[src/hdl/mic_pkg.sv]
// shared types and encodings for the mips instruction classifier
// operation numbers, instruction classes, field encodings and the decode result struct
// no dependencies

package mic_pkg;

    typedef enum logic [5:0] {
        OP_NOP     = 6'd0,
        OP_SLL     = 6'd1,
        OP_OR      = 6'd2,
        OP_SLTU    = 6'd3,
        OP_ADDU    = 6'd4,
        OP_SLLV    = 6'd5,
        OP_AND     = 6'd6,
        OP_ADD     = 6'd7,
        OP_SUBU    = 6'd8,
        OP_SRA     = 6'd9,
        OP_DIV     = 6'd10,
        OP_MFLO    = 6'd11,
        OP_SRL     = 6'd12,
        OP_DIVU    = 6'd13,
        OP_MFHI    = 6'd14,
        OP_SLT     = 6'd15,
        OP_MTLO    = 6'd16,
        OP_MTHI    = 6'd17,
        OP_JR      = 6'd18,
        OP_JALR    = 6'd19,
        OP_SYSCALL = 6'd20,
        OP_BLTZ    = 6'd21,
        OP_BGEZ    = 6'd22,
        OP_MTC0    = 6'd23,
        OP_MFC0    = 6'd24,
        OP_RFE     = 6'd25,
        OP_LUI     = 6'd26,
        OP_ORI     = 6'd27,
        OP_SW      = 6'd28,
        OP_ADDIU   = 6'd29,
        OP_LHU     = 6'd30,
        OP_ADDI    = 6'd31,
        OP_LW      = 6'd32,
        OP_SH      = 6'd33,
        OP_ANDI    = 6'd34,
        OP_SB      = 6'd35,
        OP_LB      = 6'd36,
        OP_LBU     = 6'd37,
        OP_SLTI    = 6'd38,
        OP_SLTIU   = 6'd39,
        OP_J       = 6'd40,
        OP_JAL     = 6'd41,
        OP_BNE     = 6'd42,
        OP_BEQ     = 6'd43,
        OP_BGTZ    = 6'd44,
        OP_BLEZ    = 6'd45,
        OP_UNKNOWN = 6'd46
    } op_code_t;

    typedef enum logic [1:0] {
        CLS_NORMAL  = 2'd0,
        CLS_BRANCH  = 2'd1,
        CLS_SYSCALL = 2'd2
    } instr_class_t;

    // primary opcode field
    localparam logic [5:0] OPC_SPECIAL = 6'h00;
    localparam logic [5:0] OPC_REGIMM  = 6'h01;
    localparam logic [5:0] OPC_J       = 6'h02;
    localparam logic [5:0] OPC_JAL     = 6'h03;
    localparam logic [5:0] OPC_BEQ     = 6'h04;
    localparam logic [5:0] OPC_BNE     = 6'h05;
    localparam logic [5:0] OPC_BLEZ    = 6'h06;
    localparam logic [5:0] OPC_BGTZ    = 6'h07;
    localparam logic [5:0] OPC_ADDI    = 6'h08;
    localparam logic [5:0] OPC_ADDIU   = 6'h09;
    localparam logic [5:0] OPC_SLTI    = 6'h0A;
    localparam logic [5:0] OPC_SLTIU   = 6'h0B;
    localparam logic [5:0] OPC_ANDI    = 6'h0C;
    localparam logic [5:0] OPC_ORI     = 6'h0D;
    localparam logic [5:0] OPC_LUI     = 6'h0F;
    localparam logic [5:0] OPC_COP0    = 6'h10;
    localparam logic [5:0] OPC_LB      = 6'h20;
    localparam logic [5:0] OPC_LW      = 6'h23;
    localparam logic [5:0] OPC_LBU     = 6'h24;
    localparam logic [5:0] OPC_LHU     = 6'h25;
    localparam logic [5:0] OPC_SB      = 6'h28;
    localparam logic [5:0] OPC_SH      = 6'h29;
    localparam logic [5:0] OPC_SW      = 6'h2B;

    // special funct field
    localparam logic [5:0] FN_SLL     = 6'h00;
    localparam logic [5:0] FN_SRL     = 6'h02;
    localparam logic [5:0] FN_SRA     = 6'h03;
    localparam logic [5:0] FN_SLLV    = 6'h04;
    localparam logic [5:0] FN_JR      = 6'h08;
    localparam logic [5:0] FN_JALR    = 6'h09;
    localparam logic [5:0] FN_SYSCALL = 6'h0C;
    localparam logic [5:0] FN_MFHI    = 6'h10;
    localparam logic [5:0] FN_MTHI    = 6'h11;
    localparam logic [5:0] FN_MFLO    = 6'h12;
    localparam logic [5:0] FN_MTLO    = 6'h13;
    localparam logic [5:0] FN_DIV     = 6'h1A;
    localparam logic [5:0] FN_DIVU    = 6'h1B;
    localparam logic [5:0] FN_ADD     = 6'h20;
    localparam logic [5:0] FN_ADDU    = 6'h21;
    localparam logic [5:0] FN_SUBU    = 6'h23;
    localparam logic [5:0] FN_AND     = 6'h24;
    localparam logic [5:0] FN_OR      = 6'h25;
    localparam logic [5:0] FN_SLT     = 6'h2A;
    localparam logic [5:0] FN_SLTU    = 6'h2B;

    // regimm rt and cop0 rs selectors
    localparam logic [4:0] RT_BLTZ = 5'h00;
    localparam logic [4:0] RT_BGEZ = 5'h01;
    localparam logic [4:0] RS_MFC0 = 5'h00;
    localparam logic [4:0] RS_MTC0 = 5'h04;
    localparam logic [4:0] RS_RFE  = 5'h10;

    // register-use selectors
    localparam logic [3:0] USE_NONE = 4'b0000;
    localparam logic [3:0] USE_RS   = 4'b0001;
    localparam logic [3:0] USE_RT   = 4'b0010;
    localparam logic [3:0] USE_RD   = 4'b0100;
    localparam logic [3:0] USE_R31  = 4'b1000;

    localparam logic [31:0] PC_STEP = 32'd4;
    localparam logic [4:0]  LINK_REG = 5'd31;

    typedef struct packed {
        op_code_t     op_code;
        instr_class_t instr_class;
        logic [31:0]  reg_use_mask;
        logic         illegal;
        logic [4:0]   field_rs;
        logic [4:0]   field_rt;
        logic [4:0]   field_rd;
        logic [4:0]   field_sa;
        logic [5:0]   field_funct;
        logic [31:0]  instr_addr;
    } dec_result_t;

endpackage

[src/hdl/mic_decoder.sv]
// combinational decode of one mips instruction word and its fetch pc
// produces the operation number, class, register mask, fields and address
// depends on mic_pkg

module mic_decoder (
    input  logic [31:0]         instr_word,
    input  logic [31:0]         compile_pc,
    output mic_pkg::dec_result_t result
);

    logic [5:0] opc;
    logic [4:0] rs;
    logic [4:0] rt;
    logic [4:0] rd;
    logic [4:0] sa;
    logic [5:0] funct;

    mic_pkg::op_code_t     op;
    mic_pkg::instr_class_t cls;
    logic [3:0]            use_sel;
    logic                  bad;
    logic [31:0]           mask;

    assign opc   = instr_word[31:26];
    assign rs    = instr_word[25:21];
    assign rt    = instr_word[20:16];
    assign rd    = instr_word[15:11];
    assign sa    = instr_word[10:6];
    assign funct = instr_word[5:0];

    always_comb begin
        op      = mic_pkg::OP_UNKNOWN;
        cls     = mic_pkg::CLS_NORMAL;
        use_sel = mic_pkg::USE_NONE;
        bad     = 1'b0;
        unique case (opc)
            mic_pkg::OPC_SPECIAL: begin
                unique case (funct)
                    mic_pkg::FN_SLL: begin
                        if (rt == 5'd0 && rd == 5'd0 && sa == 5'd0) begin
                            op = mic_pkg::OP_NOP;
                        end else begin
                            op      = mic_pkg::OP_SLL;
                            use_sel = mic_pkg::USE_RT | mic_pkg::USE_RD;
                        end
                    end
                    mic_pkg::FN_OR: begin
                        op      = mic_pkg::OP_OR;
                        use_sel = mic_pkg::USE_RS | mic_pkg::USE_RT | mic_pkg::USE_RD;
                    end
                    mic_pkg::FN_SLTU: begin
                        op      = mic_pkg::OP_SLTU;
                        use_sel = mic_pkg::USE_RS | mic_pkg::USE_RT | mic_pkg::USE_RD;
                    end
                    mic_pkg::FN_ADDU: begin
                        op      = mic_pkg::OP_ADDU;
                        use_sel = mic_pkg::USE_RS | mic_pkg::USE_RT | mic_pkg::USE_RD;
                    end
                    mic_pkg::FN_SLLV: begin
                        op      = mic_pkg::OP_SLLV;
                        use_sel = mic_pkg::USE_RS | mic_pkg::USE_RT | mic_pkg::USE_RD;
                    end
                    mic_pkg::FN_AND: begin
                        op      = mic_pkg::OP_AND;
                        use_sel = mic_pkg::USE_RS | mic_pkg::USE_RT | mic_pkg::USE_RD;
                    end
                    mic_pkg::FN_ADD: begin
                        op      = mic_pkg::OP_ADD;
                        use_sel = mic_pkg::USE_RS | mic_pkg::USE_RT | mic_pkg::USE_RD;
                    end
                    mic_pkg::FN_SUBU: begin
                        op      = mic_pkg::OP_SUBU;
                        use_sel = mic_pkg::USE_RS | mic_pkg::USE_RT | mic_pkg::USE_RD;
                    end
                    mic_pkg::FN_SRA: begin
                        op      = mic_pkg::OP_SRA;
                        use_sel = mic_pkg::USE_RT | mic_pkg::USE_RD;
                    end
                    mic_pkg::FN_DIV: begin
                        op      = mic_pkg::OP_DIV;
                        use_sel = mic_pkg::USE_RS | mic_pkg::USE_RT;
                    end
                    mic_pkg::FN_MFLO: begin
                        op      = mic_pkg::OP_MFLO;
                        use_sel = mic_pkg::USE_RD;
                    end
                    mic_pkg::FN_SRL: begin
                        op      = mic_pkg::OP_SRL;
                        use_sel = mic_pkg::USE_RT | mic_pkg::USE_RD;
                    end
                    mic_pkg::FN_DIVU: begin
                        op      = mic_pkg::OP_DIVU;
                        use_sel = mic_pkg::USE_RS | mic_pkg::USE_RT;
                    end
                    mic_pkg::FN_MFHI: begin
                        op      = mic_pkg::OP_MFHI;
                        use_sel = mic_pkg::USE_RD;
                    end
                    mic_pkg::FN_SLT: begin
                        op      = mic_pkg::OP_SLT;
                        use_sel = mic_pkg::USE_RS | mic_pkg::USE_RT | mic_pkg::USE_RD;
                    end
                    mic_pkg::FN_MTLO: begin
                        op      = mic_pkg::OP_MTLO;
                        use_sel = mic_pkg::USE_RS;
                    end
                    mic_pkg::FN_MTHI: begin
                        op      = mic_pkg::OP_MTHI;
                        use_sel = mic_pkg::USE_RS;
                    end
                    mic_pkg::FN_JR: begin
                        op      = mic_pkg::OP_JR;
                        cls     = mic_pkg::CLS_BRANCH;
                        use_sel = mic_pkg::USE_RS;
                    end
                    mic_pkg::FN_JALR: begin
                        op      = mic_pkg::OP_JALR;
                        cls     = mic_pkg::CLS_BRANCH;
                        use_sel = mic_pkg::USE_RS | mic_pkg::USE_RD;
                    end
                    mic_pkg::FN_SYSCALL: begin
                        op  = mic_pkg::OP_SYSCALL;
                        cls = mic_pkg::CLS_SYSCALL;
                    end
                    default: begin
                        bad = 1'b1;
                    end
                endcase
            end
            mic_pkg::OPC_REGIMM: begin
                if (rt == mic_pkg::RT_BLTZ) begin
                    op      = mic_pkg::OP_BLTZ;
                    cls     = mic_pkg::CLS_BRANCH;
                    use_sel = mic_pkg::USE_RS;
                end else if (rt == mic_pkg::RT_BGEZ) begin
                    op      = mic_pkg::OP_BGEZ;
                    cls     = mic_pkg::CLS_BRANCH;
                    use_sel = mic_pkg::USE_RS;
                end else begin
                    bad = 1'b1;
                end
            end
            mic_pkg::OPC_COP0: begin
                if (rs == mic_pkg::RS_MTC0) begin
                    op      = mic_pkg::OP_MTC0;
                    use_sel = mic_pkg::USE_RT;
                end else if (rs == mic_pkg::RS_MFC0) begin
                    op      = mic_pkg::OP_MFC0;
                    use_sel = mic_pkg::USE_RT;
                end else if (rs == mic_pkg::RS_RFE) begin
                    op = mic_pkg::OP_RFE;
                end else begin
                    bad = 1'b1;
                end
            end
            mic_pkg::OPC_LUI: begin
                op      = mic_pkg::OP_LUI;
                use_sel = mic_pkg::USE_RT;
            end
            mic_pkg::OPC_ORI: begin
                op      = mic_pkg::OP_ORI;
                use_sel = mic_pkg::USE_RS | mic_pkg::USE_RT;
            end
            mic_pkg::OPC_SW: begin
                op      = mic_pkg::OP_SW;
                use_sel = mic_pkg::USE_RS | mic_pkg::USE_RT;
            end
            mic_pkg::OPC_ADDIU: begin
                op      = mic_pkg::OP_ADDIU;
                use_sel = mic_pkg::USE_RS | mic_pkg::USE_RT;
            end
            mic_pkg::OPC_LHU: begin
                op      = mic_pkg::OP_LHU;
                use_sel = mic_pkg::USE_RS | mic_pkg::USE_RT;
            end
            mic_pkg::OPC_ADDI: begin
                op      = mic_pkg::OP_ADDI;
                use_sel = mic_pkg::USE_RS | mic_pkg::USE_RT;
            end
            mic_pkg::OPC_LW: begin
                op      = mic_pkg::OP_LW;
                use_sel = mic_pkg::USE_RS | mic_pkg::USE_RT;
            end
            mic_pkg::OPC_SH: begin
                op      = mic_pkg::OP_SH;
                use_sel = mic_pkg::USE_RS | mic_pkg::USE_RT;
            end
            mic_pkg::OPC_ANDI: begin
                op      = mic_pkg::OP_ANDI;
                use_sel = mic_pkg::USE_RS | mic_pkg::USE_RT;
            end
            mic_pkg::OPC_SB: begin
                op      = mic_pkg::OP_SB;
                use_sel = mic_pkg::USE_RS | mic_pkg::USE_RT;
            end
            mic_pkg::OPC_LB: begin
                op      = mic_pkg::OP_LB;
                use_sel = mic_pkg::USE_RS | mic_pkg::USE_RT;
            end
            mic_pkg::OPC_LBU: begin
                op      = mic_pkg::OP_LBU;
                use_sel = mic_pkg::USE_RS | mic_pkg::USE_RT;
            end
            mic_pkg::OPC_SLTI: begin
                op      = mic_pkg::OP_SLTI;
                use_sel = mic_pkg::USE_RS | mic_pkg::USE_RT;
            end
            mic_pkg::OPC_SLTIU: begin
                op      = mic_pkg::OP_SLTIU;
                use_sel = mic_pkg::USE_RS | mic_pkg::USE_RT;
            end
            mic_pkg::OPC_J: begin
                op  = mic_pkg::OP_J;
                cls = mic_pkg::CLS_BRANCH;
            end
            mic_pkg::OPC_JAL: begin
                op      = mic_pkg::OP_JAL;
                cls     = mic_pkg::CLS_BRANCH;
                use_sel = mic_pkg::USE_R31;
            end
            mic_pkg::OPC_BNE: begin
                op      = mic_pkg::OP_BNE;
                cls     = mic_pkg::CLS_BRANCH;
                use_sel = mic_pkg::USE_RS | mic_pkg::USE_RT;
            end
            mic_pkg::OPC_BEQ: begin
                op      = mic_pkg::OP_BEQ;
                cls     = mic_pkg::CLS_BRANCH;
                use_sel = mic_pkg::USE_RS | mic_pkg::USE_RT;
            end
            mic_pkg::OPC_BGTZ: begin
                op      = mic_pkg::OP_BGTZ;
                cls     = mic_pkg::CLS_BRANCH;
                use_sel = mic_pkg::USE_RS;
            end
            mic_pkg::OPC_BLEZ: begin
                op      = mic_pkg::OP_BLEZ;
                cls     = mic_pkg::CLS_BRANCH;
                use_sel = mic_pkg::USE_RS;
            end
            default: begin
                bad = 1'b1;
            end
        endcase
    end

    // one-hot register decode, or-ed per named field
    always_comb begin
        mask = 32'd0;
        if ((use_sel & mic_pkg::USE_RS) != 4'd0) begin
            mask = mask | (32'd1 << rs);
        end
        if ((use_sel & mic_pkg::USE_RT) != 4'd0) begin
            mask = mask | (32'd1 << rt);
        end
        if ((use_sel & mic_pkg::USE_RD) != 4'd0) begin
            mask = mask | (32'd1 << rd);
        end
        if ((use_sel & mic_pkg::USE_R31) != 4'd0) begin
            mask = mask | (32'd1 << mic_pkg::LINK_REG);
        end
    end

    always_comb begin
        result.op_code      = op;
        result.instr_class  = cls;
        result.reg_use_mask = mask;
        result.illegal      = bad;
        result.field_rs     = rs;
        result.field_rt     = rt;
        result.field_rd     = rd;
        result.field_sa     = sa;
        result.field_funct  = funct;
        result.instr_addr   = compile_pc - mic_pkg::PC_STEP;
    end

endmodule

[src/hdl/mips_instruction_classifier.sv]
// top level of the mips instruction classifier: input register, decoder, result register
// depends on mic_pkg and mic_decoder

// Classifies one MIPS R3000 instruction per transaction. An accepted word is held in an
// input register, decoded by a single combinational pass and captured in a result
// register, from which it is offered on m_tvalid until it is taken on m_tready. One
// transaction can be accepted every cycle while m_tready does not hold a result back;
// that figure is set by the one decode stage between the two registers.
// The input register holds on to its word only while a finished result waits on
// m_tready, so an empty input register still takes a new word during such a wait.
// Unsupported encodings give operation 46, class normal, an empty register mask and
// the illegal flag set.

module mips_instruction_classifier (
    input  logic        aclk,
    input  logic        aresetn,
    input  logic        s_tvalid,
    output logic        s_tready,
    // instr_word [31:0], compile_pc [63:32]
    input  logic [63:0] s_tdata,
    output logic        m_tvalid,
    input  logic        m_tready,
    // op_code [5:0], reg_use_mask [37:6], field_rs [42:38], field_rt [47:43],
    // field_rd [52:48], field_sa [57:53], field_funct [63:58], instr_addr [95:64]
    output logic [95:0] m_tdata,
    // instr_class [1:0], illegal [2]
    output logic [2:0]  m_tuser
);

    logic                 in_valid_reg;
    logic                 in_valid_next;
    logic [31:0]          in_word_reg;
    logic [31:0]          in_pc_reg;
    logic                 out_valid_reg;
    logic                 out_valid_next;
    mic_pkg::dec_result_t out_res_reg;
    mic_pkg::dec_result_t dec_res;
    logic                 out_ready;
    logic                 in_load;
    logic                 out_load;

    assign out_ready = !out_valid_reg || m_tready;
    assign s_tready  = !in_valid_reg || out_ready;
    assign in_load   = s_tvalid && s_tready;
    assign out_load  = in_valid_reg && out_ready;

    always_comb begin
        in_valid_next = in_valid_reg;
        if (s_tready) begin
            in_valid_next = s_tvalid;
        end
        out_valid_next = out_valid_reg;
        if (out_ready) begin
            out_valid_next = in_valid_reg;
        end
    end

    always_ff @(posedge aclk) begin
        if (!aresetn) begin
            in_valid_reg  <= 1'b0;
            out_valid_reg <= 1'b0;
        end else begin
            in_valid_reg  <= in_valid_next;
            out_valid_reg <= out_valid_next;
        end
    end

    always_ff @(posedge aclk) begin
        if (in_load) begin
            in_word_reg <= s_tdata[31:0];
            in_pc_reg   <= s_tdata[63:32];
        end
        if (out_load) begin
            out_res_reg <= dec_res;
        end
    end

    mic_decoder u_decoder (
        .instr_word (in_word_reg),
        .compile_pc (in_pc_reg),
        .result     (dec_res)
    );

    assign m_tvalid       = out_valid_reg;
    assign m_tdata[5:0]   = out_res_reg.op_code;
    assign m_tdata[37:6]  = out_res_reg.reg_use_mask;
    assign m_tdata[42:38] = out_res_reg.field_rs;
    assign m_tdata[47:43] = out_res_reg.field_rt;
    assign m_tdata[52:48] = out_res_reg.field_rd;
    assign m_tdata[57:53] = out_res_reg.field_sa;
    assign m_tdata[63:58] = out_res_reg.field_funct;
    assign m_tdata[95:64] = out_res_reg.instr_addr;
    assign m_tuser[1:0]   = out_res_reg.instr_class;
    assign m_tuser[2]     = out_res_reg.illegal;

endmodule

[config.mk]
export PLATFORM = sky130hd
export DESIGN_NAME = mips_instruction_classifier
export DESIGN_NICKNAME = d
export VERILOG_FILES = /design/src/hdl/mic_pkg.sv /design/src/hdl/mic_decoder.sv /design/src/hdl/mips_instruction_classifier.sv
export SDC_FILE = /design/constraint.sdc
export NUM_CORES = 1
export LEC_CHECK = 0
export ABC_AREA = 0
export CORE_MARGIN = 2
export CORE_UTILIZATION = 65
export DETAILED_ROUTE_END_ITERATION = 12
export DONT_BUFFER_PORTS = 1
export GPL_TIMING_DRIVEN = 1
export HOLD_SLACK_MARGIN = 0.1
export PLACE_DENSITY_LB_ADDON = 0.12
export SLEW_MARGIN = 15
export SYNTH_ARGS = -nofsm -noshare
export SYNTH_HDL_FRONTEND = slang
export SYNTH_SLANG_ARGS = --single-unit
[constraint.sdc]
create_clock -name aclk -period 11.05 [get_ports aclk]
set_input_delay 0 -clock aclk [delete_from_list [all_inputs] [get_ports aclk]]
set_output_delay 0 -clock aclk [all_outputs]
set_load 0.05 [all_outputs]
Yosys cells after proc, flatten, opt, wreduce, memory -nomap -nowiden:

Cells that the tools add are included.

* word-level logic and storage cells: 119
* input bits: 68
* output and inout port bits: 101
* bits in registers: 165

* eq/ne operators: 44
* $add $sub $neg: 1
* reductions and logical operators: 25
* muxes and demuxes: 29
* bitwise logic cells: 2
* shift-type cells: 3

Operator list (number)
* $pmux 6 s23: 1
* $pmux 6 s20: 1
* $mux 32: 3
* $shl 1x5->32 const A: 3
* $eq 6x6->1 const B: 14
* $or 32x32->32: 2
* $eq 6x4->1 const B: 10
* $pmux 4 s7: 2
* $eq 6x5->1 const B: 7
* $reduce_or 20->1: 2
* $sub 32x3->32 const B: 1
* $eq 6x3->1 const B: 5
* $mux 6: 5
* $eq 6x2->1 const B: 4
* $logic_not 5->1: 4
* $reduce_or 15->1: 1
* $logic_not 6->1: 2
* $reduce_or 2->1: 5
* $mux 1: 9
* $mux 4: 2
* $reduce_or 8->1: 1
* $eq 6x1->1 const B: 1
* $pmux 2 s3: 1
* $reduce_or 6->1: 1
* 11 further kinds: 17

Longest topological paths before layout:

Gate-level depths: netlist of the first run.

* depth after elaboration: 11
* gate-level depth with buffers: 8

By module:

Synthesis of the first run repeated with hierarchy kept, for this count alone.

* cells, all modules: 608
* area total of the unflattened synthesis: 7767.4 µm²

By module, submodules not included
* mips_instruction_classifier: times used 1, area each 4998.5 µm², cells an instance 172
* mic_decoder: times used 1, area each 2768.9 µm², cells an instance 436

Worst setup path after synthesis of the first run:

OpenSTA, ideal clock, no wires.

* path kind: register -> register
* from: register out_valid_reg (netlist: m_tvalid)
* to: register out_res_reg (netlist bit m_tdata[0]), enable pin
* path buffers: 0
* path slack: 5.378 ns
* data arrival time: 5.102 ns
* stages on the path, launching flop included: 3
* cell sequence: dfxtp_1 -> nor2b_1 -> nor2b_1

* word-level cells in the longest chain between the ends: 3

Ends and longest elaborated chain
* from (decl): line mips_instruction_classifier.sv:34 `logic out_valid_reg;`
* from (signal assigned): line mips_instruction_classifier.sv:64 `out_valid_reg <= out_valid_next;`
* $logic_not 1->1: line mips_instruction_classifier.sv:42 `assign out_ready = !out_valid_reg || m_tready;`
* $logic_or 1x1->1: line mips_instruction_classifier.sv:42
* $logic_and 1x1->1: line mips_instruction_classifier.sv:45 `assign out_load = in_valid_reg && out_ready;`
* net out_load: line mips_instruction_classifier.sv:40 `logic out_load;`
* to (signal assigned): line mips_instruction_classifier.sv:74 `out_res_reg <= dec_res;`
* to (decl): line mips_instruction_classifier.sv:36 `mic_pkg::dec_result_t out_res_reg;`

The timed path passes the listed nets, and every way through them passes these cells.
A chain may end at the register's enable or synchronous reset.

==> summary.md, run 1 <==
| Metric | Value |
|---|---|
| Main synth FF type | edfxtp_1 |
| Hold crit path type | input pin to flip-flop |
| Die W | 113 um |
| Net Sw Frac | 0.269 |
| First-pass GRT wire length | about 31000 um |
| Critical path type | flip-flop to flip-flop |
| Worst Path Required | between 10 and 15 ns |
| Post-synthesis compound-gate area fraction | 0.125 |
| Max frequency | roughly 0.3 GHz |
| Synth cell types | 63 |
| Post-synthesis adder-cell area fraction | 0.00162 |
| Max Buffers Root-to-Sink | 2 |
| Antenna-violating nets left | 0 |
| Worst vdd ir | 0.183 mV |
| Net count, final | between 700 and 800 |
| WL/cell | 23.9 um |
| Cell Area, Synth | roughly 0.0077 sq mm |
| CTS H-tree depth | 4 |
| Max Cap Violations | 0 |
| EDFF count, synth | ~160 |
| Largest net degree at the start of global routing | 65 |
| Synth Area in XOR/XNOR | 0.0307 |
| # fillers | ~640 |
| Pre-CTS setup slack | 7.76 ns |
| Register area share after synthesis | 0.640 |
| Largest family of logic cells by synthesized area | simple AND/OR/NAND/NOR gates |
| CP max FO | 24 |
| Min cycle time layout | ~3.4 ns |
| GPL Wtd Cong | between 0.9 and 1 |
| Fin. max-slew vios | 0 |
| Total net switching power | 0.414 mW |
| Startpoint Class | flip-flop |
| Worst Setup End Kind | flip-flop |
| Clock root cell | clkbuf_16 |
| Die area | ~0.013 sq mm |
| Max reg flops | between 90 and 100 |
| Cell area after layout | slightly above 0.009 sq mm |
| DR pass1 iterations | 10 |
| Final hold vios | 0 |
| Register bit total from synthesis | roughly 170 |
| Fin crit share | 0.310 |
| Sequential share of power | 0.539 |
| Simple-Gate Fraction of Synth Area | 0.176 |
| Yosys warns | 0 |
| Int Power | approximately 1.1 mW |
| Pwr dens | around 170 mW/mm^2 |
| Reg clk slew, reported paths | 0.07 ns |
| I/O Buffers | 0 |
| Starting Density | 0.669 |
| Clk_lat worst skew | between 0.4 and 0.5 ns |
| # placed instances | 733 |
| CTS Sinks | about 170 |
| Area growth, synth to finish | 17.9% |
| Initial antenna violation count | 1 |
| Die Y | approximately 110 um |
| Status | finished, violations left |
| Number of DRC markers in iteration 0 | ~600 |
| Vias post-DR | about 5700 |
| Std-Cell Rows | 39 |
| Final Non-Filler Cells | about 830 |
| TritonCTS buffer count | 17 |
| Worst-Margin Slew | 0.850 ns |
| Mapped Nets | about 700 |
| IO Count | approximately 170 |
| Vias per cell | between 6 and 7 |
| FFs w/ async S/R, synth | 0 |
| CTS tree | built |
| Total Wirelength | around 20000 um |
| Post-Synthesis Cells | 621 |
| Slew HR | 0.433 |
| Total GRT Usage | 0.320 |
| Fin util | 0.789 |
| RSZ-0062 raised after global routing | false |
| Setup TNS | 0 ns |
| CP arrival | 3.61 ns |
| Logic gate share of total power | 0.065 |
| Synth Area per Inst | roughly 12 sq um |
| Pleak | about 3.0 nW |
| Setup Viol. Count Final | 0 |
| DP HPWL | ~12000 um |
| Total grt overflow | 0 |
| Layout cell share with drive strength beyond 1 | 0.0768 |
| Mux contribution to synthesized area | 0.00260 |
| Placed cell areas | 0.00779 sq mm |
| Failing checks | DRC |
| Clk network pwr share | 0.396 |
| Vias in the first global route | 5401 |
| Post-route clock skew | 0.0141 ns |
| Post-CTS Setup Repair Bufs | 0 |
| Core Area | about 0.012 sq mm |
| DRC viols | 12 |
| Final WS setup | 7.62 ns |
-- synth_stat cells, types with 5 or more instances --
cell type,number,area (sq um)
edfxtp_1,163,4890
clkbuf_1,32,120
inv_1,16,60.1
o221ai_1,18,158
nor4_1,8,50.1
nand3_1,20,100
and3_1,8,50.1
nand3b_1,6,45.0
nand4_1,9,56.3
xor2_1,17,149
nor3_1,23,115
nor2_1,45,169
nor2b_1,16,100
o31ai_1,5,37.5
nand2b_1,13,81.3
o211ai_1,13,97.6
nand2_1,50,188
a221o_1,7,70.1
a32oi_1,5,43.8
o21ai_0,19,95.1
nor3b_1,7,52.6
and2_1,7,43.8
xnor2_1,10,87.6
a21oi_1,20,100
or3_1,10,62.6
a31oi_1,9,56.3
-- repair_timing --
item | CTS | global route
hold endpoints to repair | 66 | 0
hold buffers | 68 | 0
resized for setup | 0 | 0
-- layout by cell type, fill, tap and decap left out, types with 4 or more instances in the layout --
cell / synthesis / routed
o21ai_0: 19 / 19
nand3_1: 20 / 20
o221ai_1: 18 / 18
nor2b_1: 16 / 15
nand2b_1: 13 / 13
nand4_1: 9 / 9
a221o_1: 7 / 7
nor3_1: 23 / 23
clkbuf_16: 0 / 17
o211ai_1: 13 / 13
and3_1: 8 / 8
inv_6: 0 / 4
a32oi_1: 5 / 5
nor2_1: 45 / 45
a21oi_1: 20 / 20
or3_1: 10 / 10
inv_1: 16 / 16
nand2_1: 50 / 50
edfxtp_1: 163 / 163
and2_1: 7 / 6
xor2_1: 17 / 17
a31oi_1: 9 / 8
o31ai_1: 5 / 5
nor4_1: 8 / 8
dlygate4sd3_1: 0 / 68
nor3b_1: 7 / 7
nand3b_1: 6 / 6
xnor2_1: 10 / 10
-- power by group through the flow --
stage               Combinational, mW  Clock (mW)  Sequential (mW)
finish                         0.0996       0.608            0.829
global placement               0.0736           0            0.837
detailed placement             0.0751           0            0.839
CTS                            0.0946       0.603            0.826
global route                    0.108       0.635            0.833
floorplan                      0.0689           0            0.821
-- final timing paths --
kind | slack (ns) | depth (start not counted) | end | start
setup / recovery | 7.62 | 6 | m_tdata[26] | in_word_reg[5]
hold / removal | 0.18 | 1 | in_pc_reg[13] | s_tdata[45]
setup reg to reg | 7.62 | 6 | m_tdata[26] | in_word_reg[5]
hold reg to reg | 0.43 | 0 | m_tdata[64] | in_pc_reg[0]
-- cell families after synthesis --
group                    after synthesis
AO/OA/AOI/OAI                        130
XOR/XNOR                              27
adder cells (fa/ha/maj)                1
buffers and inverters                 50
flip-flops                           165
multiplexers                           2
AND/OR/NAND/NOR                      246
-- critical path, cell delays in order, from the launching register on --
cell and delay [ns]:
edfxtp_1 0.83, nor2b_1 0.24, o311a_1 0.38, o311ai_1 0.43
nand3_1 0.61, and3_1 0.42, a221o_1 0.25
-- metrics by stage --
stage | hold WS [ns] | total power [mW]
detailed placement | 0.0989 | 0.914
global route | 0.176 | 1.58
finish | 0.183 | 1.54
floorplan | 0.0989 | 0.890
CTS | 0.176 | 1.52
global placement | 0.0989 | 0.911
-- layout make-up --
class                      instances  area, sq um  area share
antenna                            1         2.50    0.000275
clock buffer                      19          453      0.0498
clock inverter                    13          159      0.0175
inverter                          16         60.1     0.00661
multi-input combinational        406         2600       0.286
sequential                       165         4930       0.543
tap                              143          179      0.0197
timing repair buffer              71          703      0.0774
-- per-layer routing --
layer	global-route usage	part of all wire	vias to the layer above	wire, um
li1	-	-	2534	-
met1	0.414	0.38	2720	7590
met2	0.508	0.48	412	9610
met3	0.108	0.11	54	2140
met4	0.120	0.029	0	578
met5	0	0	-	0
(Power assumes the default switching activity.)
==> run 2, diff against run 1 <==
--- a/config.mk
+++ b/config.mk
@@ -5,9 +5,9 @@
 export SDC_FILE = /design/constraint.sdc
 export NUM_CORES = 1
 export LEC_CHECK = 0
-export ABC_AREA = 0
+export ABC_AREA = 1
 export CORE_MARGIN = 2
-export CORE_UTILIZATION = 65
+export CORE_UTILIZATION = 64
 export DETAILED_ROUTE_END_ITERATION = 12
 export DONT_BUFFER_PORTS = 1
 export GPL_TIMING_DRIVEN = 1
==> constraint.sdc (replaced) <==
create_clock -name aclk -period 3.5 [get_ports aclk]
set_input_delay 0 -clock aclk [delete_from_list [all_inputs] [get_ports aclk]]
set_output_delay 0 -clock aclk [all_outputs]
set_load 0.05 [all_outputs]
==> summary.md, run 2 <==
| Metric | Value |
|---|---|
| Status | complete, no violations (was finished, violations left) |
| Die Y | 115 um (was 113 um) |
| Slew HR | 0.514 (was 0.433) |
| Pwr dens | 504 mW/mm^2 (was 169 mW/mm^2) |
| Number of DRC markers in iteration 0 | 894 (was 615) |
| Tot Pwr | 4.70 mW (was 1.54 mW) |
| DRC viols | 0 (was 12) |
| Synth top area share | 0.616 (was 0.635) |
| Most common cell after layout, fill and taps aside | edfxtp_1 (unchanged) |
| Main synth FF type | edfxtp_1 (unchanged) |
| GPL Wtd Cong | 0.974 (was 0.936) |
| CTS Sinks | 165 (unchanged) |
| Cell Area, Synth | 0.00794 sq mm (was 0.00771 sq mm) |
| Total GRT Usage | 0.329 (was 0.320) |
| CTS H-tree depth | 4 (unchanged) |
| Post-route clock skew | 0.0125 ns (was 0.0141 ns) |
| First-pass GRT wire length | 32600 um (was 30500 um) |
| Setup TNS | 0 ns (unchanged) |
| EDFF count, synth | 163 (unchanged) |
| Final hold vios | 0 (unchanged) |
| Worst vdd ir | 0.478 mV (was 0.183 mV) |
| I/O Buffers | 0 (unchanged) |
| Largest area contributor in the netlist | edfxtp_1 (unchanged) |
| Crit path cell chain | inv_1 -> ha_1 -> nand2_1 -> nor2_2 -> nand3_1 -> nor3_2 -> nand4_1 -> o21ai_0 -> o21ai_0 (was nor2b_1 -> o311a_1 -> o311ai_1 -> nand3_1 -> and3_1 -> a221o_1) |
| Setup Viol. Count Final | 0 (unchanged) |
| Yosys warns | 0 (unchanged) |
| Area growth, synth to finish | 17.5% (was 17.9%) |
| Max reg flops | 96 (unchanged) |
| Max Cap Violations | 0 (unchanged) |
| Register area share after synthesis | 0.621 (was 0.640) |
| Largest net degree at the start of global routing | 57 (was 65) |
| DP HPWL | 12700 um (was 11600 um) |
| Core Area | 0.0121 sq mm (was 0.0115 sq mm) |
| Max frequency | 0.353 GHz (was 0.292 GHz) |
| PostCTS Resize Cnt | 0 (unchanged) |
| Critical path type | flip-flop to flip-flop (unchanged) |
| Worst r2r path cells | 9 (was 6) |
| Die area | 0.0133 sq mm (was 0.0127 sq mm) |
| FFs w/ async S/R, synth | 0 (unchanged) |
| Fin. max-slew vios | 0 (unchanged) |
| Total Wirelength | 20900 um (was 19900 um) |
| Startpoint Class | flip-flop (unchanged) |
| Std-Cell Rows | 40 (was 39) |
| Clock root cell | clkbuf_16 (unchanged) |
| Starting Density | 0.659 (was 0.669) |
| Worst Setup End Kind | flip-flop (unchanged) |
| Synth cell types | 38 (was 63) |
| Min cycle time layout | 2.83 ns (was 3.43 ns) |
| Hold slack final | 0.187 ns (was 0.183 ns) |
| Clk_lat worst skew | 0.44 ns (about the same) |
| Fin util | 0.773 (was 0.789) |
| RSZ-0062 raised after global routing | false (unchanged) |
| WL/cell | 20.5 um (was 23.9 um) |
| CP arrival | 3.00 ns (was 3.61 ns) |
| Most used cell, CP | o21ai_0 |
| Synth Area per Inst | 10.3 sq um (was 12.4 sq um) |
| Post-Synthesis Cells | 772 (was 621) |
| Slowest stage delay, CP | 0.36 ns (was 0.83 ns) |
| CP max FO | 5 (was 24) |
| Register bit total from synthesis | 165 (unchanged) |
| Top post-synthesis cells by count | 163 x edfxtp_1, 130 x nor2_1, 123 x nand2_1 (was 163 x edfxtp_1, 50 x nand2_1, 45 x nor2_1) |
| Leading post-synthesis cells by cell area | edfxtp_1 62%, nand3_1 6.7%, nor2_1 6.1% (was edfxtp_1 64%, nand2_1 2.4%, nor2_1 2.2%) |
| Mapped Nets | 841 (was 690) |
| CTS tree | built (unchanged) |
| Antenna-violating nets left | 0 (unchanged) |
| Fin crit share | 0.810 (was 0.310) |
| Max Buffers Root-to-Sink | 2 (unchanged) |
| Layout cell share with drive strength beyond 1 | 0.0914 (was 0.0768) |
| Die W | 115 um (was 113 um) |
| Total grt overflow | 0 (unchanged) |
| Worst Path Required | 3.66 ns (was 11.23 ns) |
| Hold crit path type | input pin to flip-flop (unchanged) |
| Count leader, synth | edfxtp_1 (unchanged) |
| Net count, final | 910 (was 746) |
| Reg clk slew, reported paths | 0.07 ns (about the same) |
| Pleak | 3.49 nW (was 3.04 nW) |
| DR pass1 iterations | 6 (was 10) |
| Worst hold path depth | 1 (unchanged) |
| Worst path slowest cell | edfxtp_1 (unchanged) |
| Most frequent cells in the layout | 163 x edfxtp_1, 130 x nor2_1, 123 x nand2_1 (was 163 x edfxtp_1, 68 x dlygate4sd3_1, 50 x nand2_1) |
| IO Count | 169 (unchanged) |
| Vias in the first global route | 5990 (was 5401) |
| TritonCTS buffer count | 17 (unchanged) |
| Number of inserted diodes | 0 (was 1) |
| Vias per cell | 6.15 (was 6.86) |
| Initial antenna violation count | 0 (was 1) |
| Worst-Margin Slew | 0.729 ns (was 0.850 ns) |
| Vias post-DR | 6279 (was 5720) |
-- run 2: changes by cell type after synthesis, sizes merged, moves of 9 or more --
cell	before	now
clkbuf	32	10
or3	10	1
nand3	20	114
nor2	45	143
buf	2	16
nand4	9	31
nor2b	16	0
nand2b	13	0
a21oi	20	6
o221ai	18	0
nand2	50	132
inv	16	56
-- run 2: kinds of logic after synthesis --
group                      count (synthesis)  share of synthesized area
adders and majority gates                  1                    0.00158
xor gates and xnor gates                  27                     0.0298
AOI/OAI and AO/OA                         40                     0.0328
DFF                                      165                      0.621
and+or+nand+nor                          455                      0.270
buffers and inverters                     84                     0.0441
-- run 2: repair_timing --
action,in CTS,in global routing
buffers inserted,0,0
endpoints found under the hold margin,86,0
hold buffers,68,0
-- run 2: final cells by class --
type | instances | area (sq um)
Inverter | 58 | 218
Fill cell | 761 | 2730
Multi-Input combinational cell | 523 | 2670
Timing Repair Buffer | 76 | 741
Tap cell | 168 | 210
Clock buffer | 19 | 433
Clock inverter | 12 | 124
Sequential cell | 165 | 4930
-- run 2: path summary, 6_finish.rpt --
kind                                    from  slack, ns        endpoint
worst max-delay path            in_pc_reg[2]       0.67     m_tdata[92]
worst min-delay path              s_tdata[8]       0.19  in_word_reg[8]
worst max register to register  in_pc_reg[2]       0.67     m_tdata[92]
worst min register to register  in_pc_reg[0]       0.45     m_tdata[64]
-- run 2: critical path, delay by kind of cell, from the launching register on --
family	cells	cell delay, ns
and+or+nand+nor	5	1.28
buffers and inverters	1	0.13
AOI/OAI and AO/OA	2	0.54
adders and majority gates	1	0.24
DFF	1	0.36
-- run 2: stage by stage --
step           worst slack [ns]  instance area (sq um)  instances
2_1_floorplan             0.627                   7950        772
3_3_place_gp              0.924                   8090        922
3_5_place_dp              0.901                   8090        922
4_1_cts                   0.874                   9330       1021
5_1_grt                   0.500                   9330       1021
6_report                  0.666                   9330       1021
-- run 2: routing by layer --
layer | vias to the layer above | track usage | part of all wire
met5 | - | 0 | 0
li1 | 2853 | - | -
met1 | 2918 | 0.435 | 0.38
met3 | 46 | 0.111 | 0.11
met4 | 0 | 0.107 | 0.021
met2 | 462 | 0.517 | 0.49
-- run 2: power by group --
part | leakage (nW) | switching (mW) | total (mW) | internal (mW)
registers | 1.60 | 0.255 | 2.55 | 2.29
clock network | 0.264 | 0.803 | 1.79 | 0.989
logic | 1.62 | 0.237 | 0.356 | 0.119
total | 3.49 | 1.30 | 4.70 | 3.40
==> run 3, diff against run 2 <==
--- a/config.mk
+++ b/config.mk
@@ -7,7 +7,7 @@
 export LEC_CHECK = 0
 export ABC_AREA = 1
 export CORE_MARGIN = 2
-export CORE_UTILIZATION = 64
+export CORE_UTILIZATION = 57
 export DETAILED_ROUTE_END_ITERATION = 12
 export DONT_BUFFER_PORTS = 1
 export GPL_TIMING_DRIVEN = 1
==> constraint.sdc (replaced) <==
create_clock -name aclk -period 2.5 [get_ports aclk]
set_input_delay 0 -clock aclk [delete_from_list [all_inputs] [get_ports aclk]]
set_output_delay 0 -clock aclk [all_outputs]
set_load 0.05 [all_outputs]
==> summary.md, run 3 (synthesized netlist as in run 2, its figures left out) <==
| Metric | Value |
|---|---|
| Layout cell share with drive strength beyond 1 | 0.103 (was 0.0914) |
| Most used cell, CP | nand2_1 (was o21ai_0) |
| Status | complete, no violations (unchanged) |
| Pwr dens | 697 mW/mm^2 (was 504 mW/mm^2) |
| Cell family with most CP delay | simple AND/OR/NAND/NOR gates (unchanged) |
| Final WS setup | 0.257 ns (was 0.666 ns) |
| Starting Density | 0.579 (was 0.659) |
| Hold crit path type | input pin to flip-flop (unchanged) |
| Die W | 122 um (was 115 um) |
| Multi-input combinational cell area | 0.00267 sq mm (about the same) |
| Std-Cell Rows | 43 (was 40) |
| Total net switching power | 1.74 mW (was 1.30 mW) |
| GPL Wtd Cong | 0.962 (was 0.974) |
| Reg area | 0.00494 sq mm (was 0.00493 sq mm) |
| CP arrival | 2.39 ns (was 3.00 ns) |
| Total GRT Usage | 0.271 (was 0.329) |
| Sequential share of power | 0.535 (was 0.543) |
| Fin crit share | 0.897 (was 0.810) |
| Max Buffers Root-to-Sink | 2 (unchanged) |
| Worst-Margin Slew | 0.700 ns (was 0.729 ns) |
| DRC viols | 0 (unchanged) |
| Most common cell after layout, fill and taps aside | edfxtp_1 (unchanged) |
| Worst vdd ir | 0.489 mV (was 0.478 mV) |
| TritonCTS buffer count | 17 (unchanged) |
| Tot Pwr | 6.61 mW (was 4.70 mW) |
| Number of DRC markers in iteration 0 | 740 (was 894) |
| Fin. max-slew vios | 0 (unchanged) |
| Die Y | 122 um (was 115 um) |
| WL/cell | 18.8 um (was 20.5 um) |
| Pleak | 3.56 nW (was 3.49 nW) |
| IO Count | 169 (unchanged) |
| Max frequency | 0.446 GHz (was 0.353 GHz) |
| Critical path type | flip-flop to flip-flop (unchanged) |
| Antenna-violating nets left | 0 (unchanged) |
| Worst path slowest cell | edfxtp_1 (unchanged) |
| Vias per cell | 5.83 (was 6.15) |
| Max reg flops | 96 (unchanged) |
| First-pass GRT wire length | 30400 um (was 32600 um) |
| Core Area | 0.0137 sq mm (was 0.0121 sq mm) |
| Slowest stage delay, CP | 0.42 ns (was 0.36 ns) |
| Clk_lat worst skew | 0.43 ns (was 0.44 ns) |
| Initial antenna violation count | 0 (unchanged) |
| CTS H-tree depth | 4 (unchanged) |
| DR pass1 iterations | 9 (was 6) |
| Clk network pwr share | 0.382 (about the same) |
| CTS Sinks | 165 (unchanged) |
| Min cycle time layout | 2.24 ns (was 2.83 ns) |
| Pre-CTS setup slack | 0.320 ns (was 0.901 ns) |
| Logic gate share of total power | 0.083 (was 0.076) |
| Setup TNS | 0 ns (unchanged) |
| # fillers | 987 (was 761) |
| Area growth, synth to finish | 19.5% (was 17.5%) |
| Total grt overflow | 0 (unchanged) |
| Worst Setup End Kind | flip-flop (unchanged) |
| Post-route clock skew | 0.00734 ns (was 0.0125 ns) |
| Max Cap Violations | 0 (unchanged) |
| Setup Viol. Count Final | 0 (unchanged) |
| RSZ-0062 raised after global routing | false (unchanged) |
| Total Wirelength | 19600 um (was 20900 um) |
| Buf+Inv Stages, Crit Path | 1 (unchanged) |
| CP max FO | 32 (was 5) |
| Net count, final | 922 (was 910) |
| Hold slack final | 0.196 ns (was 0.187 ns) |
| DP HPWL | 13100 um (was 12700 um) |
| Int Power | 4.88 mW (was 3.40 mW) |
| Post-CTS Setup Repair Bufs | 0 (unchanged) |
| Clock root cell | clkbuf_16 (unchanged) |
| Largest net degree at the start of global routing | 60 (was 57) |
| Vias in the first global route | 5803 (was 5990) |
| I/O Buffers | 0 (unchanged) |
| Vias post-DR | 6096 (was 6279) |
| Worst Path Required | 2.65 ns (was 3.66 ns) |
| Number of inserted diodes | 0 (unchanged) |
| Most frequent cells in the layout | 163 x edfxtp_1, 130 x nor2_1, 123 x nand2_1 (unchanged) |
| Slew HR | 0.534 (was 0.514) |
| Startpoint Class | flip-flop (unchanged) |
| Final hold vios | 0 (unchanged) |
| Crit path cell chain | nor2_2 -> nand2_1 -> nor2_4 -> nand3_1 -> nand2_1 -> nand2_1 -> o21ai_1 -> nand3_2 -> buf_12 -> nand2_1 -> o211ai_1 (was inv_1 -> ha_1 -> nand2_1 -> nor2_2 -> nand3_1 -> nor3_2 -> nand4_1 -> o21ai_0 -> o21ai_0) |
| Reg clk slew, reported paths | 0.07 ns (about the same) |
| Die area | 0.0149 sq mm (was 0.0133 sq mm) |
| CTS tree | built (unchanged) |
| Net Sw Frac | 0.263 (was 0.276) |
run 3: through the flow:
stage | instance area (sq um) | utilization | std cells
after floorplan | 7970 | - | 772
after CTS | 9490 | 0.692 | 1046
after detailed placement | 8250 | 0.601 | 946
final | 9490 | 0.692 | 1046
after global routing | 9490 | 0.692 | 1046
after global placement | 8250 | 0.601 | 946
run 3: metal layers:
layer / track usage / routed length, um / part of all wire
met1: 0.346 / 7750 / 0.40
met4: 0.103 / 444 / 0.023
met3: 0.0974 / 2030 / 0.10
met2: 0.427 / 9390 / 0.48
met5: 0 / 0 / 0
run 3: area by class of cell:
type | count | area share
sequential | 165 | 0.520
multi-input combinational | 523 | 0.282
timing repair buffer | 88 | 0.0915
clock buffer | 20 | 0.0460
tap | 180 | 0.0237
inverter | 58 | 0.0233
clock inverter | 12 | 0.0133
run 3: timing repair:
action	4_1_cts	5_1_grt
hold buffers	68	0
hold endpoints to repair	71	0
resized for setup	0	0
run 3: worst paths after layout:
check        cells after the start      endpoint  slack [ns]       startpoint
max                             11   m_tdata[33]        0.26  in_word_reg[17]
min                              1  in_pc_reg[3]        0.20      s_tdata[35]
max reg2reg                     11   m_tdata[33]        0.26  in_word_reg[17]
min reg2reg                      0   m_tdata[64]        0.43     in_pc_reg[0]
run 3: power groups by stage:
stage / combinational [mW] / sequential (mW) / clock [mW]
finish: 0.547 / 3.54 / 2.53
global route: 0.599 / 3.56 / 2.67
CTS: 0.533 / 3.54 / 2.56
detailed placement: 0.448 / 3.60 / 0
global placement: 0.441 / 3.59 / 0
floorplan: 0.323 / 3.57 / 0
